### src/hw/rtl/aprr_pkg.sv
// shared types and constants for the advertising packet parser and rssi radar
`default_nettype none
package aprr_pkg;

   localparam int PKT_BYTES_DEF = 18;
   localparam int PKT_VIEW      = 18;
   localparam int HDR_BYTES     = 8;

   localparam logic [7:0] MAGIC_A       = 8'hB6;
   localparam logic [7:0] MAGIC_B       = 8'hD3;
   localparam logic [7:0] PROTO_VERSION = 8'h01;
   localparam logic [7:0] MFG_TYPE      = 8'hFF;

   localparam logic signed [7:0] LOST_RSSI = -8'sd127;
   localparam logic signed [7:0] LVL0_MAX  = -8'sd70;
   localparam logic signed [7:0] LVL1_MAX  = -8'sd62;
   localparam logic signed [7:0] LVL2_MAX  = -8'sd54;
   localparam logic signed [7:0] LVL3_MAX  = -8'sd46;
   localparam logic signed [7:0] LVL4_MAX  = -8'sd40;

   localparam logic [31:0] STALE_TIME_RST = 32'd3000000;

   typedef enum logic [3:0] {
      PH_LEN   = 4'b0001,
      PH_TYPE  = 4'b0010,
      PH_VALUE = 4'b0100,
      PH_DONE  = 4'b1000
   } phase_type;

   typedef enum logic [1:0] {
      KIND_REQUEST = 2'd0,
      KIND_ACK     = 2'd1,
      KIND_RESULT  = 2'd2,
      KIND_REPORT  = 2'd3
   } out_kind_type;

   typedef enum logic [2:0] {
      CSR_OWN_IDENTITY = 3'd0,
      CSR_STALE_TIME   = 3'd1,
      CSR_CODE_BEACON  = 3'd2,
      CSR_CODE_REQUEST = 3'd3,
      CSR_CODE_ACK     = 3'd4,
      CSR_CODE_RESULT  = 3'd5
   } csr_index_type;

   typedef struct packed {
      logic        kind;
      logic [7:0]  ad_byte;
      logic        last_byte;
      logic signed [7:0] report_rssi;
      logic [47:0] now_us;
   } req_type;

   typedef struct packed {
      logic [1:0]  out_kind;
      logic [31:0] sender;
      logic signed [7:0] event_rssi;
      logic [31:0] first_word;
      logic [31:0] second_word;
      logic [15:0] short_value;
      logic [7:0]  ok_byte;
      logic [2:0]  level;
      logic [31:0] host;
      logic [7:0]  host_species;
      logic signed [7:0] filtered_rssi;
   } rsp_type;

   typedef struct packed {
      logic [31:0] own_identity;
      logic [31:0] stale_time_us;
      logic [7:0]  code_beacon;
      logic [7:0]  code_catch_request;
      logic [7:0]  code_catch_ack;
      logic [7:0]  code_catch_result;
   } cfg_type;

   typedef struct packed {
      logic       found;
      logic       done;
      logic [7:0] field_length;
   } parse_status_type;

endpackage
`default_nettype wire

### src/hw/rtl/adv_packet_parser_rssi_radar.sv
// top level of the advertising packet parser and rssi radar
// One item (an advertising data byte or a radar query) is taken every clock
// cycle while req_stall is low. An accepted item sits in the input register
// while the element walker, the header decode and the rssi averaging update
// work on it, and its result, if any, then moves into the result register,
// which drives rsp_valid. The rate of one item per cycle holds while the
// result register is not stalled; a stalled result register holds the input
// stage only when an item is waiting behind it. Only the first
// manufacturer-data element of a report is decoded, and a packet is handled
// on the report's last byte. Configuration writes are always ready.
`default_nettype none
module adv_packet_parser_rssi_radar import aprr_pkg::*; #(
   parameter int PACKET_BYTES = PKT_BYTES_DEF
) (
   input  wire logic              clock,
   input  wire logic              reset,
   input  wire logic              req_valid,
   output logic                   req_stall,
   input  wire logic              req_kind,
   input  wire logic [7:0]        req_ad_byte,
   input  wire logic              req_last_byte,
   input  wire logic signed [7:0] req_report_rssi,
   input  wire logic [47:0]       req_now_us,
   output logic                   rsp_valid,
   input  wire logic              rsp_stall,
   output logic [1:0]             rsp_out_kind,
   output logic [31:0]            rsp_sender,
   output logic signed [7:0]      rsp_event_rssi,
   output logic [31:0]            rsp_first_word,
   output logic [31:0]            rsp_second_word,
   output logic [15:0]            rsp_short_value,
   output logic [7:0]             rsp_ok_byte,
   output logic [2:0]             rsp_level,
   output logic [31:0]            rsp_host,
   output logic [7:0]             rsp_host_species,
   output logic signed [7:0]      rsp_filtered_rssi,
   input  wire logic              csr_valid,
   output logic                   csr_ready,
   input  wire logic [2:0]        csr_index,
   input  wire logic [31:0]       csr_wdata
);

   logic    in_valid_ff, in_valid_in;
   req_type in_item_ff;
   logic    out_valid_ff, out_valid_in;
   rsp_type out_item_ff, out_item_in;
   cfg_type cfg_ff;

   logic    accept, advance;
   logic    byte_step, beacon_step, has_result;

   parse_status_type status;
   logic [7:0]       pkt [PACKET_BYTES];
   logic             beacon_hit, event_hit;
   logic [31:0]      sender;
   logic [7:0]       species;
   rsp_type          event_item, report;

   assign advance   = in_valid_ff && (!out_valid_ff || !rsp_stall);
   assign req_stall = in_valid_ff && !advance;
   assign accept    = req_valid && !req_stall;
   assign in_valid_in = accept || (in_valid_ff && !advance);

   always_ff @(posedge clock) begin
      if (reset) begin
         in_valid_ff <= 1'b0;
      end else begin
         in_valid_ff <= in_valid_in;
      end
   end

   always_ff @(posedge clock) begin
      if (accept) begin
         in_item_ff.kind        <= req_kind;
         in_item_ff.ad_byte     <= req_ad_byte;
         in_item_ff.last_byte   <= req_last_byte;
         in_item_ff.report_rssi <= req_report_rssi;
         in_item_ff.now_us      <= req_now_us;
      end
   end

   assign csr_ready = 1'b1;

   always_ff @(posedge clock) begin
      if (reset) begin
         cfg_ff.own_identity       <= 32'd0;
         cfg_ff.stale_time_us      <= STALE_TIME_RST;
         cfg_ff.code_beacon        <= 8'd0;
         cfg_ff.code_catch_request <= 8'd1;
         cfg_ff.code_catch_ack     <= 8'd2;
         cfg_ff.code_catch_result  <= 8'd3;
      end else if (csr_valid && csr_ready) begin
         case (csr_index_type'(csr_index))
            CSR_OWN_IDENTITY: cfg_ff.own_identity       <= csr_wdata;
            CSR_STALE_TIME:   cfg_ff.stale_time_us      <= csr_wdata;
            CSR_CODE_BEACON:  cfg_ff.code_beacon        <= csr_wdata[7:0];
            CSR_CODE_REQUEST: cfg_ff.code_catch_request <= csr_wdata[7:0];
            CSR_CODE_ACK:     cfg_ff.code_catch_ack     <= csr_wdata[7:0];
            CSR_CODE_RESULT:  cfg_ff.code_catch_result  <= csr_wdata[7:0];
            default: begin
            end
         endcase
      end
   end

   assign byte_step   = advance && !in_item_ff.kind;
   assign beacon_step = byte_step && in_item_ff.last_byte && beacon_hit;

   aprr_parser #(
      .PACKET_BYTES (PACKET_BYTES)
   ) u_parser (
      .clock     (clock),
      .reset     (reset),
      .step      (byte_step),
      .last_byte (in_item_ff.last_byte),
      .ad_byte   (in_item_ff.ad_byte),
      .status    (status),
      .pkt       (pkt)
   );

   aprr_packet #(
      .PACKET_BYTES (PACKET_BYTES)
   ) u_packet (
      .status     (status),
      .pkt        (pkt),
      .cfg        (cfg_ff),
      .rssi       (in_item_ff.report_rssi),
      .beacon_hit (beacon_hit),
      .event_hit  (event_hit),
      .sender     (sender),
      .species    (species),
      .event_item (event_item)
   );

   aprr_radar u_radar (
      .clock          (clock),
      .reset          (reset),
      .beacon_step    (beacon_step),
      .rssi           (in_item_ff.report_rssi),
      .now_us         (in_item_ff.now_us),
      .stale_time_us  (cfg_ff.stale_time_us),
      .beacon_sender  (sender),
      .beacon_species (species),
      .report         (report)
   );

   assign has_result  = in_item_ff.kind || (in_item_ff.last_byte && event_hit);
   assign out_item_in = in_item_ff.kind ? report : event_item;

   always_comb begin
      out_valid_in = out_valid_ff;
      if (advance) begin
         out_valid_in = has_result;
      end else if (out_valid_ff && !rsp_stall) begin
         out_valid_in = 1'b0;
      end
   end

   always_ff @(posedge clock) begin
      if (reset) begin
         out_valid_ff <= 1'b0;
      end else begin
         out_valid_ff <= out_valid_in;
      end
   end

   always_ff @(posedge clock) begin
      if (advance && has_result) begin
         out_item_ff <= out_item_in;
      end
   end

   assign rsp_valid         = out_valid_ff;
   assign rsp_out_kind      = out_item_ff.out_kind;
   assign rsp_sender        = out_item_ff.sender;
   assign rsp_event_rssi    = out_item_ff.event_rssi;
   assign rsp_first_word    = out_item_ff.first_word;
   assign rsp_second_word   = out_item_ff.second_word;
   assign rsp_short_value   = out_item_ff.short_value;
   assign rsp_ok_byte       = out_item_ff.ok_byte;
   assign rsp_level         = out_item_ff.level;
   assign rsp_host          = out_item_ff.host;
   assign rsp_host_species  = out_item_ff.host_species;
   assign rsp_filtered_rssi = out_item_ff.filtered_rssi;

endmodule
`default_nettype wire

### src/hw/rtl/aprr_parser.sv
// ad element walker and packet byte store
`default_nettype none
module aprr_parser import aprr_pkg::*; #(
   parameter int PACKET_BYTES = PKT_BYTES_DEF
) (
   input  wire logic             clock,
   input  wire logic             reset,
   input  wire logic             step,
   input  wire logic             last_byte,
   input  wire logic [7:0]       ad_byte,
   output parse_status_type      status,
   output logic [7:0]            pkt [PACKET_BYTES]
);

   localparam int IDX_W = $clog2(PACKET_BYTES);

   phase_type   phase_ff, phase_in, phase_tb;
   logic [7:0]  rem_ff, rem_in, rem_tb;
   logic        found_ff, found_in, found_tb;
   logic [7:0]  flen_ff, flen_in, flen_tb;
   logic [7:0]  store_ff [PACKET_BYTES];
   logic [7:0]  store_in [PACKET_BYTES];
   logic [7:0]  pos;
   logic [7:0]  wr_pos;
   logic        wr_en;

   always_comb begin
      phase_tb = phase_ff;
      rem_tb   = rem_ff;
      found_tb = found_ff;
      flen_tb  = flen_ff;
      wr_en    = 1'b0;
      pos      = flen_ff - 8'd1 - rem_ff;
      wr_pos   = pos - 8'd2;
      case (phase_ff)
         PH_LEN: begin
            if (ad_byte != 8'd0) begin
               rem_tb   = ad_byte;
               phase_tb = PH_TYPE;
            end
         end
         PH_TYPE: begin
            rem_tb = rem_ff - 8'd1;
            if (ad_byte == MFG_TYPE) begin
               found_tb = 1'b1;
               flen_tb  = rem_ff;
               phase_tb = (rem_tb == 8'd0) ? PH_DONE : PH_VALUE;
            end else begin
               phase_tb = (rem_tb == 8'd0) ? PH_LEN : PH_VALUE;
            end
         end
         PH_VALUE: begin
            wr_en  = found_ff && (pos >= 8'd2) && (wr_pos < 8'(PACKET_BYTES));
            rem_tb = rem_ff - 8'd1;
            if (rem_tb == 8'd0) begin
               phase_tb = found_ff ? PH_DONE : PH_LEN;
            end
         end
         PH_DONE: begin
         end
         default: begin
         end
      endcase
   end

   always_comb begin
      store_in = store_ff;
      if (wr_en) begin
         store_in[wr_pos[IDX_W-1:0]] = ad_byte;
      end
   end

   always_comb begin
      phase_in = phase_ff;
      rem_in   = rem_ff;
      found_in = found_ff;
      flen_in  = flen_ff;
      if (step) begin
         if (last_byte) begin
            phase_in = PH_LEN;
            rem_in   = 8'd0;
            found_in = 1'b0;
            flen_in  = 8'd0;
         end else begin
            phase_in = phase_tb;
            rem_in   = rem_tb;
            found_in = found_tb;
            flen_in  = flen_tb;
         end
      end
   end

   always_ff @(posedge clock) begin
      if (reset) begin
         phase_ff <= PH_LEN;
         rem_ff   <= 8'd0;
         found_ff <= 1'b0;
         flen_ff  <= 8'd0;
      end else begin
         phase_ff <= phase_in;
         rem_ff   <= rem_in;
         found_ff <= found_in;
         flen_ff  <= flen_in;
      end
   end

   always_ff @(posedge clock) begin
      if (step) begin
         store_ff <= store_in;
      end
   end

   assign status.found        = found_tb;
   assign status.done         = (phase_tb == PH_DONE);
   assign status.field_length = flen_tb;
   assign pkt                 = store_in;

endmodule
`default_nettype wire

### src/hw/rtl/aprr_packet.sv
// header check and event decode of a captured packet
`default_nettype none
module aprr_packet import aprr_pkg::*; #(
   parameter int PACKET_BYTES = PKT_BYTES_DEF
) (
   input  parse_status_type      status,
   input  wire logic [7:0]       pkt [PACKET_BYTES],
   input  cfg_type               cfg,
   input  wire logic signed [7:0] rssi,
   output logic                  beacon_hit,
   output logic                  event_hit,
   output logic [31:0]           sender,
   output logic [7:0]            species,
   output rsp_type               event_item
);

   localparam logic [7:0] MIN_HDR     = 8'(3 + HDR_BYTES);
   localparam logic [7:0] MIN_BEACON  = 8'(3 + HDR_BYTES + 2);
   localparam logic [7:0] MIN_REQUEST = 8'(3 + HDR_BYTES + 8);
   localparam logic [7:0] MIN_ACK     = 8'(3 + HDR_BYTES + 10);
   localparam logic [7:0] MIN_RESULT  = 8'(3 + HDR_BYTES + 7);

   logic [7:0] v [PKT_VIEW];
   logic [7:0] ptype;
   logic       hdr_ok;
   logic       is_beacon, is_req, is_ack, is_res;
   logic       req_hit, ack_hit, res_hit;
   logic [31:0] word8, word12;

   for (genvar i = 0; i < PKT_VIEW; i++) begin : g_view
      if (i < PACKET_BYTES) begin : g_have
         assign v[i] = pkt[i];
      end else begin : g_zero
         assign v[i] = 8'd0;
      end
   end

   assign ptype   = v[3];
   assign sender  = {v[7], v[6], v[5], v[4]};
   assign species = v[8];
   assign word8   = {v[11], v[10], v[9], v[8]};
   assign word12  = {v[15], v[14], v[13], v[12]};

   assign hdr_ok = status.found && status.done && (status.field_length >= MIN_HDR)
                   && (v[0] == MAGIC_A) && (v[1] == MAGIC_B) && (v[2] == PROTO_VERSION)
                   && (sender != cfg.own_identity);

   assign is_beacon = (ptype == cfg.code_beacon);
   assign is_req    = !is_beacon && (ptype == cfg.code_catch_request);
   assign is_ack    = !is_beacon && !is_req && (ptype == cfg.code_catch_ack);
   assign is_res    = !is_beacon && !is_req && !is_ack && (ptype == cfg.code_catch_result);

   assign beacon_hit = hdr_ok && is_beacon && (status.field_length >= MIN_BEACON);
   assign req_hit    = hdr_ok && is_req && (status.field_length >= MIN_REQUEST);
   assign ack_hit    = hdr_ok && is_ack && (status.field_length >= MIN_ACK);
   assign res_hit    = hdr_ok && is_res && (status.field_length >= MIN_RESULT);
   assign event_hit  = req_hit || ack_hit || res_hit;

   always_comb begin
      event_item            = '0;
      event_item.sender     = sender;
      event_item.event_rssi = rssi;
      event_item.first_word = word8;
      if (ack_hit) begin
         event_item.out_kind    = KIND_ACK;
         event_item.second_word = word12;
         event_item.short_value = {v[17], v[16]};
      end else if (res_hit) begin
         event_item.out_kind    = KIND_RESULT;
         event_item.short_value = {v[14], v[13]};
         event_item.ok_byte     = v[12];
      end else begin
         event_item.out_kind    = KIND_REQUEST;
         event_item.second_word = word12;
      end
   end

endmodule
`default_nettype wire

### src/hw/rtl/aprr_radar.sv
// radar state: beacon averaging, staleness and level report
`default_nettype none
module aprr_radar import aprr_pkg::*; (
   input  wire logic              clock,
   input  wire logic              reset,
   input  wire logic              beacon_step,
   input  wire logic signed [7:0] rssi,
   input  wire logic [47:0]       now_us,
   input  wire logic [31:0]       stale_time_us,
   input  wire logic [31:0]       beacon_sender,
   input  wire logic [7:0]        beacon_species,
   output rsp_type                report
);

   localparam logic [10:0] RECIP_10    = 11'd1639;
   localparam int          RECIP_SHIFT = 14;

   logic signed [7:0] avg_ff, avg_in;
   logic [47:0]       seen_ff;
   logic [31:0]       host_ff;
   logic [7:0]        species_ff;

   logic [47:0]       age;
   logic              stale;
   logic signed [11:0] sum;
   logic [10:0]       mag;
   logic [21:0]       prod;
   logic [7:0]        quot;
   logic signed [7:0] avg_mix;
   logic signed [7:0] r;
   logic [2:0]        lvl;

   assign age   = now_us - seen_ff;
   assign stale = (now_us > seen_ff) && (age > {16'd0, stale_time_us});

   assign sum     = 12'(avg_ff) * 12'sd7 + 12'(rssi) * 12'sd3;
   assign mag     = sum[11] ? 11'(-sum) : 11'(sum);
   assign prod    = 22'(mag) * 22'(RECIP_10);
   assign quot    = prod[RECIP_SHIFT+7:RECIP_SHIFT];
   assign avg_mix = sum[11] ? -quot : quot;
   assign avg_in  = stale ? rssi : avg_mix;

   always_ff @(posedge clock) begin
      if (reset) begin
         avg_ff     <= LOST_RSSI;
         seen_ff    <= 48'd0;
         host_ff    <= 32'd0;
         species_ff <= 8'd0;
      end else if (beacon_step) begin
         avg_ff     <= avg_in;
         seen_ff    <= now_us;
         host_ff    <= beacon_sender;
         species_ff <= beacon_species;
      end
   end

   assign r = stale ? LOST_RSSI : avg_ff;

   always_comb begin
      if (r <= LVL0_MAX) begin
         lvl = 3'd0;
      end else if (r <= LVL1_MAX) begin
         lvl = 3'd1;
      end else if (r <= LVL2_MAX) begin
         lvl = 3'd2;
      end else if (r <= LVL3_MAX) begin
         lvl = 3'd3;
      end else if (r <= LVL4_MAX) begin
         lvl = 3'd4;
      end else begin
         lvl = 3'd5;
      end
   end

   always_comb begin
      report               = '0;
      report.out_kind      = KIND_REPORT;
      report.level         = lvl;
      report.host          = (lvl != 3'd0) ? host_ff : 32'd0;
      report.host_species  = (lvl != 3'd0) ? species_ff : 8'd0;
      report.filtered_rssi = r;
   end

endmodule
`default_nettype wire
### config.mk
export PLATFORM = sky130hd
export DESIGN_NAME = adv_packet_parser_rssi_radar
export DESIGN_NICKNAME = d
export VERILOG_FILES = /design/src/hw/rtl/aprr_pkg.sv /design/src/hw/rtl/adv_packet_parser_rssi_radar.sv /design/src/hw/rtl/aprr_parser.sv /design/src/hw/rtl/aprr_packet.sv /design/src/hw/rtl/aprr_radar.sv
export SDC_FILE = /design/constraint.sdc
export NUM_CORES = 1
export LEC_CHECK = 0
export BUFFER_PORTS_ARGS = -buffer_cell sky130_fd_sc_hd__buf_4
export CORE_ASPECT_RATIO = 1.4
export CORE_MARGIN = 1.5
export CORE_UTILIZATION = 54
export CTS_BUF_LIST = sky130_fd_sc_hd__clkbuf_8
export DETAILED_ROUTE_END_ITERATION = 16
export PLACE_DENSITY = 0.73
export SYNTH_ARGS = -nofsm -noshare
export SYNTH_HDL_FRONTEND = slang
export SYNTH_SLANG_ARGS = --single-unit
### constraint.sdc
create_clock -name clock -period 17.25 [get_ports clock]
set_input_delay 0.8625 -clock clock [delete_from_list [all_inputs] [get_ports clock]]
set_output_delay 0.8625 -clock clock [all_outputs]
set_load 0.05 [all_outputs]
Word level (Yosys, flattened, before mapping) --
Index checks and enable logic that the tools add are counted.
Storage, ports and cells: register bits 606, latch bits 0, memory bits (writable) 0, ROM bits 0, input port bits 106, output and inout bits 184, logic and storage cells 199, memories 0
Cells by class: add/sub/neg operators 8, multiply operators 3, divide/modulo/power cells 0, magnitude comparators 16, equality and inequality tests 19, shifts and indexed selects 0, mux-type cells 38, bitwise operators 2, reductions and logical operators 62
Operator list (number):
- 144-bit bitwise mux | 1
- 144-bit 2-to-1 mux | 1
- 8-bit 2-to-1 mux | 9
- 48-bit by 32-bit greater-than comparator with 1-bit output | 1
- 48-bit greater-than comparator | 1
- 48-bit 2-to-1 mux | 1
- 48-bit subtractor | 1
- 8-bit demux with 5-bit select | 1
- 8-bit equality test | 4
- 8-bit by 7-bit less-or-equal comparator with 1-bit output (second input constant) | 4
- 1-bit logical AND | 32
- 32-bit 2-to-1 mux | 1
- 32-bit inequality test | 1
- 8-bit equality test (second input constant) | 3
- 8-bit by 5-bit >= comparator with 1-bit output (second input constant) | 3
- 24-bit 2-to-1 mux | 1
- 4-bit 2-to-1 mux | 6
- 11-bit by 11-bit multiplier with 22-bit output (second input constant) | 1
- 8-bit by 4-bit >= comparator with 1-bit output (second input constant) | 2
- 8-bit case mux with 2 select lines | 1
- 8-bit by 1-bit subtractor with 8-bit output (second input constant) | 2
- 3-bit 2-to-1 mux | 5
- 2-bit AND reduction | 7
- 12-bit by 11-bit adder with 12-bit output | 1
- other kinds (36) | 58

Depth between registers and ports, before layout --
word-level depth 25, depth in mapped cells 44, gate-level depth less buffers 43

Modules after synthesis --
Synthesis repeated with hierarchy kept, for this count alone.
Unflattened totals: cell total of the unflattened synthesis 3404, area total of the unflattened synthesis 37746.2 um^2
Modules (own cells, without submodules):
- adv_packet_parser_rssi_radar | times used 1, cells an instance 832, area each 13601.8 um^2, seq. area each 9379.0 um^2
- aprr_radar | times used 1, cells an instance 1588, area each 12816.0 um^2, seq. area each 1921.8 um^2
- aprr_parser | times used 1, cells an instance 593, area each 8311.7 um^2, seq. area each 4744.6 um^2
- aprr_packet | times used 1, cells an instance 391, area each 3016.6 um^2, seq. area each 0.0 um^2

Worst setup path before layout --
No wires, ideal clock.
path kind register to register, from register u_parser.rem_ff[0], to register out_item_ff, in the netlist rsp_event_rssi[0] (enable), library setup time 0.783 ns, arrival time 13.156 ns, data required time 16.467 ns, setup slack 3.311 ns, stages on the path, launching flop included 19, path buffers 3, period minus slack after synthesis 13.939 ns, cells stage by stage dfxtp_1 > inv_1 > ha_1 > inv_1 > fa_1 > inv_1 > clkbuf_1 > ha_1 > clkbuf_1 > nor3_1 > mux2i_1 > a2111oi_2 > clkbuf_1 > mux2i_1 > nand4_1 > or4_4 > nor3b_4 > nand4_1 > a21oi_1
On the way: longest elaborated chain between the ends 24, elaborated cells on any way between the ends 62, classes of those cells add/sub: 3; order compare: 8; eq/ne: 9; mux: 12; bitwise: 1; reduce/logical: 29
Ends and longest elaborated chain:
- start, declared | RTL line aprr_parser.sv:18 | logic [7:0] rem_ff, rem_in, rem_tb;
- start signal, assigned | RTL line aprr_parser.sv:101 | rem_ff <= rem_in;
- 8-bit subtractor | RTL line aprr_parser.sv:33 | pos = flen_ff - 8'd1 - rem_ff;
- 8-bit by 2-bit subtractor with 8-bit output | RTL line aprr_parser.sv:34 | wr_pos = pos - 8'd2;
- 5-bit NOT with 6-bit output (not written as such) | RTL line aprr_parser.sv:69 | store_in[wr_pos[IDX_W-1:0]] = ad_byte;
- 6-bit >= comparator (not written as such) or 6-bit by 1-bit < comparator with 1-bit output (tied branches) | RTL line aprr_parser.sv:69
- 1-bit logical AND (not written as such) | RTL line aprr_parser.sv:69
- 8-bit 2-to-1 mux (not written as such) | RTL line aprr_parser.sv:69
- 8-bit demux with 5-bit select | RTL line aprr_parser.sv:69
- 144-bit bitwise mux | RTL line aprr_parser.sv:69
- [6 not listed]
- 1-bit logical AND | RTL line aprr_packet.sv:50 | assign is_ack = !is_beacon && !is_req && (ptype == cfg.code_catch_ack);
- 1-bit zero test | RTL line aprr_packet.sv:51 | assign is_res = !is_beacon && !is_req && !is_ack && (ptype == cfg.code_catch_result);
- 1-bit logical AND (2 in a row) | RTL line aprr_packet.sv:51
- 1-bit logical AND (2 in a row) | RTL line aprr_packet.sv:56 | assign res_hit = hdr_ok && is_res && (status.field_length >= MIN_RESULT);
- 1-bit logical OR * | RTL line aprr_packet.sv:57 | assign event_hit = req_hit || ack_hit || res_hit;
- 1-bit logical AND * | RTL line adv_packet_parser_rssi_radar.sv:147 | assign has_result = in_item_ff.kind || (in_item_ff.last_byte && event_hit);
- 1-bit logical OR * | RTL line adv_packet_parser_rssi_radar.sv:147
- 1-bit logical AND * | RTL line adv_packet_parser_rssi_radar.sv:168 | if (advance && has_result) begin
- end signal, assigned | RTL line adv_packet_parser_rssi_radar.sv:169 | out_item_ff <= out_item_in;
- end, declared | RTL line adv_packet_parser_rssi_radar.sv:46 | rsp_type out_item_ff, out_item_in;
Mark *: on every way between the ends. The rest lies on a longest branch, timed or not. A chain may end at the register's enable or synchronous reset.

Worst setup path after layout --
from register u_radar.avg_ff[2], to register u_radar.avg_ff[6]
On the way: longest elaborated chain between the ends 8
Ends and longest elaborated chain:
- start, declared | RTL line aprr_radar.sv:18 | logic signed [7:0] avg_ff, avg_in;
- start signal, assigned | RTL line aprr_radar.sv:50 | avg_ff <= avg_in;
- 8-bit by 4-bit multiplier with 12-bit output * | RTL line aprr_radar.sv:36 | assign sum = 12'(avg_ff) * 12'sd7 + 12'(rssi) * 12'sd3;
- 12-bit by 11-bit adder with 12-bit output * | RTL line aprr_radar.sv:36
- 11-bit negator | RTL line aprr_radar.sv:37 | assign mag = sum[11] ? 11'(-sum) : 11'(sum);
- 11-bit 2-to-1 mux | RTL line aprr_radar.sv:37
- 11-bit by 11-bit multiplier with 22-bit output | RTL line aprr_radar.sv:38 | assign prod = 22'(mag) * 22'(RECIP_10);
- 8-bit negator | RTL line aprr_radar.sv:40 | assign avg_mix = sum[11] ? -quot : quot;
- 8-bit 2-to-1 mux * | RTL line aprr_radar.sv:40
- 8-bit 2-to-1 mux * | RTL line aprr_radar.sv:41 | assign avg_in = stale ? rssi : avg_mix;
Marked as above.

==> impl_metrics.tcl <==
set metrics [dict create \
    status "complete, no violations" \
    yosysTopAreaCell "edfxtp_1" \
    cts.sink_count 606 \
    rsz0062_at_grt "no" \
    htree_num_levels 3 \
    synthTopCellsByArea "edfxtp_1 34%, dfxtp_1 12%, ha_1 6.8%" \
    cts_resized 0 \
    io_pins 290 \
    num_vias 27625 \
    num-nets-final 4064 \
    ys_types 98 \
    cts_hold_buf 0 \
    yosysSeqAreaShare 0.464 \
    clkTransAtPathRegs_ns 0.07 \
    met3_length_um 5740 \
    start_util 0.546 \
    grt_pass1_wl_um 150000 \
    ys_dominant_reg_cell "edfxtp_1" \
    grt_max_degree 89 \
    syn_area_mm2 0.0346 \
    dr.max_layer_used "met4" \
    relSlewSlack 0.206 \
    cp.required_ns 17.88 \
    async_reset_ff_frac 0 \
    drtIter0Drc 2112 \
    synth_edf_count 391 \
    synth-seq-cells 606 \
    worstSkewPairLatency_ns 0.75 \
    die_w_um 217 \
    worst_pin_slew_ns 1.18 \
    fmax_mhz 95.0 \
    hold_class "input port to register" \
    synth_nets 3848 \
    avgSynthCellArea_um2 9.88 \
    dpl.hpwl_um 70900 \
    post_dp_cell_area_mm2 0.0373 \
    routedLengthMet1_um 38000 \
    setup_viol 0 \
    grt_pass1_vias 26801 \
    final_area_mm2 0.0392 \
    io_buffers 288 \
    startpoint_type "register" \
    root_buffer "clkbuf_8" \
    coreArea_mm2 0.0633 \
    arrival_ns 11.15 \
    drv_slew 0 \
    p_per_area_mw_per_mm2 218 \
    clockBufferDepth 3 \
    tns_ns 0 \
    power_leakage_nw 14.4 \
    tritoncts "done" \
    cp-end-kind "register" \
    gp_congestion 0.987 \
    yosysWarnings 0 \
    finClkSkew_ns 0.0449 \
    die_area_mm2 0.0656 \
    met2_length_um 48900 \
    synth.top_cell.area_share 0.340 \
    min_period_over_period 0.610 \
    grt-ovfl-total 0 \
    ir_drop_v 0.000879 \
    finalWirelength_um 98700 \
    min_period_ns 10.52 \
    drv_cap 0 \
    syn2layout_area_growth_pct 13.5 \
    hold_slack_ns 0.290 \
    drive_above_1_share 0.150 \
    wl_per_cell_um 21.3 \
    antenna_found_initial 4 \
    synthCells 3499 \
    ant_nets 0 \
    drc 0 \
    cts_setup_buffers 0 \
    crit_slowest_cell "dfxtp_1" \
    critPathMaxStageDelay_ns 0.58 \
    fp-row-count 109 \
    first_pass_iters 6 \
    worstSetupPathType "register to register" \
    viasPerCell 5.97 \
    timing.final.hold_violations 0 \
    die_h_um 302 \
    numCtsBuffers 91 \
    cp_max_fo 18 \
    grtUsageTotal 0.297 \
]
[final cells by class]
| type | instances | area [um2] |
|---|---|---|
| Antenna cell | 4 | 10.0 |
| Clock buffer | 105 | 1450 |
| Clock inverter | 67 | 480 |
| Fill cell | 5472 | 24100 |
| Inverter | 330 | 1240 |
| Multi-Input combinational cell | 2364 | 16500 |
| Sequential cell | 606 | 16000 |
| Tap cell | 832 | 1040 |
| Timing Repair Buffer | 322 | 2420 |
[cells in the final DEF, fill, tap and decap left out, types with 64 or more instances in the layout]
master,netlist,final
o21ai_0,111,111
dfxtp_1,215,215
inv_1,328,359
xnor2_1,93,93
buf_4,2,321
nand2_1,324,324
mux2i_1,64,64
ha_1,189,189
clkbuf_8,0,105
and2_1,82,83
edfxtp_1,391,391
nand4_1,99,99
nor2_1,231,230
a21oi_1,300,299
[routing by layer]
metal  track usage  up-vias
li1              -    13027
met1         0.348    13270
met2         0.518     1051
met3        0.0362      277
met4         0.184        0
met5             0        -
[final timing paths]
path                                        start                 to  slack, ns  depth (start not counted)
worst min register to register         cfg_ff[58]         cfg_ff[58]       0.46                          2
worst max register to register  u_radar.avg_ff[2]  u_radar.avg_ff[6]       6.73                         42
worst min-delay path               req_ad_byte[2]     in_item_ff[59]       0.29                          1
worst max-delay path            u_radar.avg_ff[2]  u_radar.avg_ff[6]       6.73                         42
[stage by stage]
step | utilization | power (W) | std cells | setup slack (ns)
floorplan | - | 0.00613 | 3499 | 3.31
global placement | 0.589 | 0.00716 | 4454 | 6.95
detailed placement | 0.589 | 0.00728 | 4454 | 6.79
CTS | 0.620 | 0.00856 | 4626 | 6.76
global route | 0.620 | 0.00943 | 4630 | 6.08
finish | 0.620 | 0.00854 | 4630 | 6.73
[worst max-delay path: cells and delay by family, from the launching register on]
kind            cells  cell delay (ns)
compound gates     14             2.74
xor+xnor            4             0.76
fa+ha+maj          12             5.08
buf+inv             8             0.73
flops               1             0.58
simple gates        4             0.51
[power by group]
| group | leakage, nW | internal [W] | switching (W) |
|---|---|---|---|
| Combinational | 8.21 | 0.00245 | 0.00326 |
| Sequential | 5.03 | 0.00157 | 0.0000166 |
| Clock | 1.12 | 0.000644 | 0.000600 |
| Total | 14.4 | 0.00466 | 0.00388 |
[kinds of logic (layout without fill, tap and decap cells)]
logic type / Yosys count / in the layout / synth area share
compound gates: 848 / 848 / 0.160
fa+ha+maj: 243 / 243 / 0.0997
other cells: 1 / 5 / 0.000108
buf+inv: 529 / 824 / 0.0592
simple gates: 998 / 998 / 0.140
xor+xnor: 153 / 153 / 0.0392
flops: 606 / 606 / 0.464
mux: 121 / 121 / 0.0372
[cell usage after synthesis, types with 61 or more instances]
| master | count |
|---|---|
| a211oi_1 | 63 |
| a21oi_1 | 300 |
| and2_1 | 82 |
| clkbuf_1 | 162 |
| dfxtp_1 | 215 |
| edfxtp_1 | 391 |
| ha_1 | 189 |
| inv_1 | 328 |
| mux2i_1 | 64 |
| nand2_1 | 324 |
| nand4_1 | 99 |
| nor2_1 | 231 |
| o21ai_0 | 111 |
| o31ai_1 | 61 |
| xnor2_1 | 93 |
[state kept, by name, indices dropped and copies added (netlist names), 4 cells and up]
name	count
cfg_ff	96
in_item_ff	66
rsp_event_rssi	8
rsp_filtered_rssi	8
rsp_first_word	32
rsp_host	32
rsp_host_species	8
rsp_ok_byte	8
rsp_second_word	32
rsp_sender	32
rsp_short_value	16
u_parser.flen_ff	8
u_parser.phase_ff	4
u_parser.rem_ff	8
u_parser.store_ff	144
u_radar.avg_ff	8
u_radar.host_ff	32
u_radar.seen_ff	48
u_radar.species_ff	8
(Power assumes the default switching activity.)
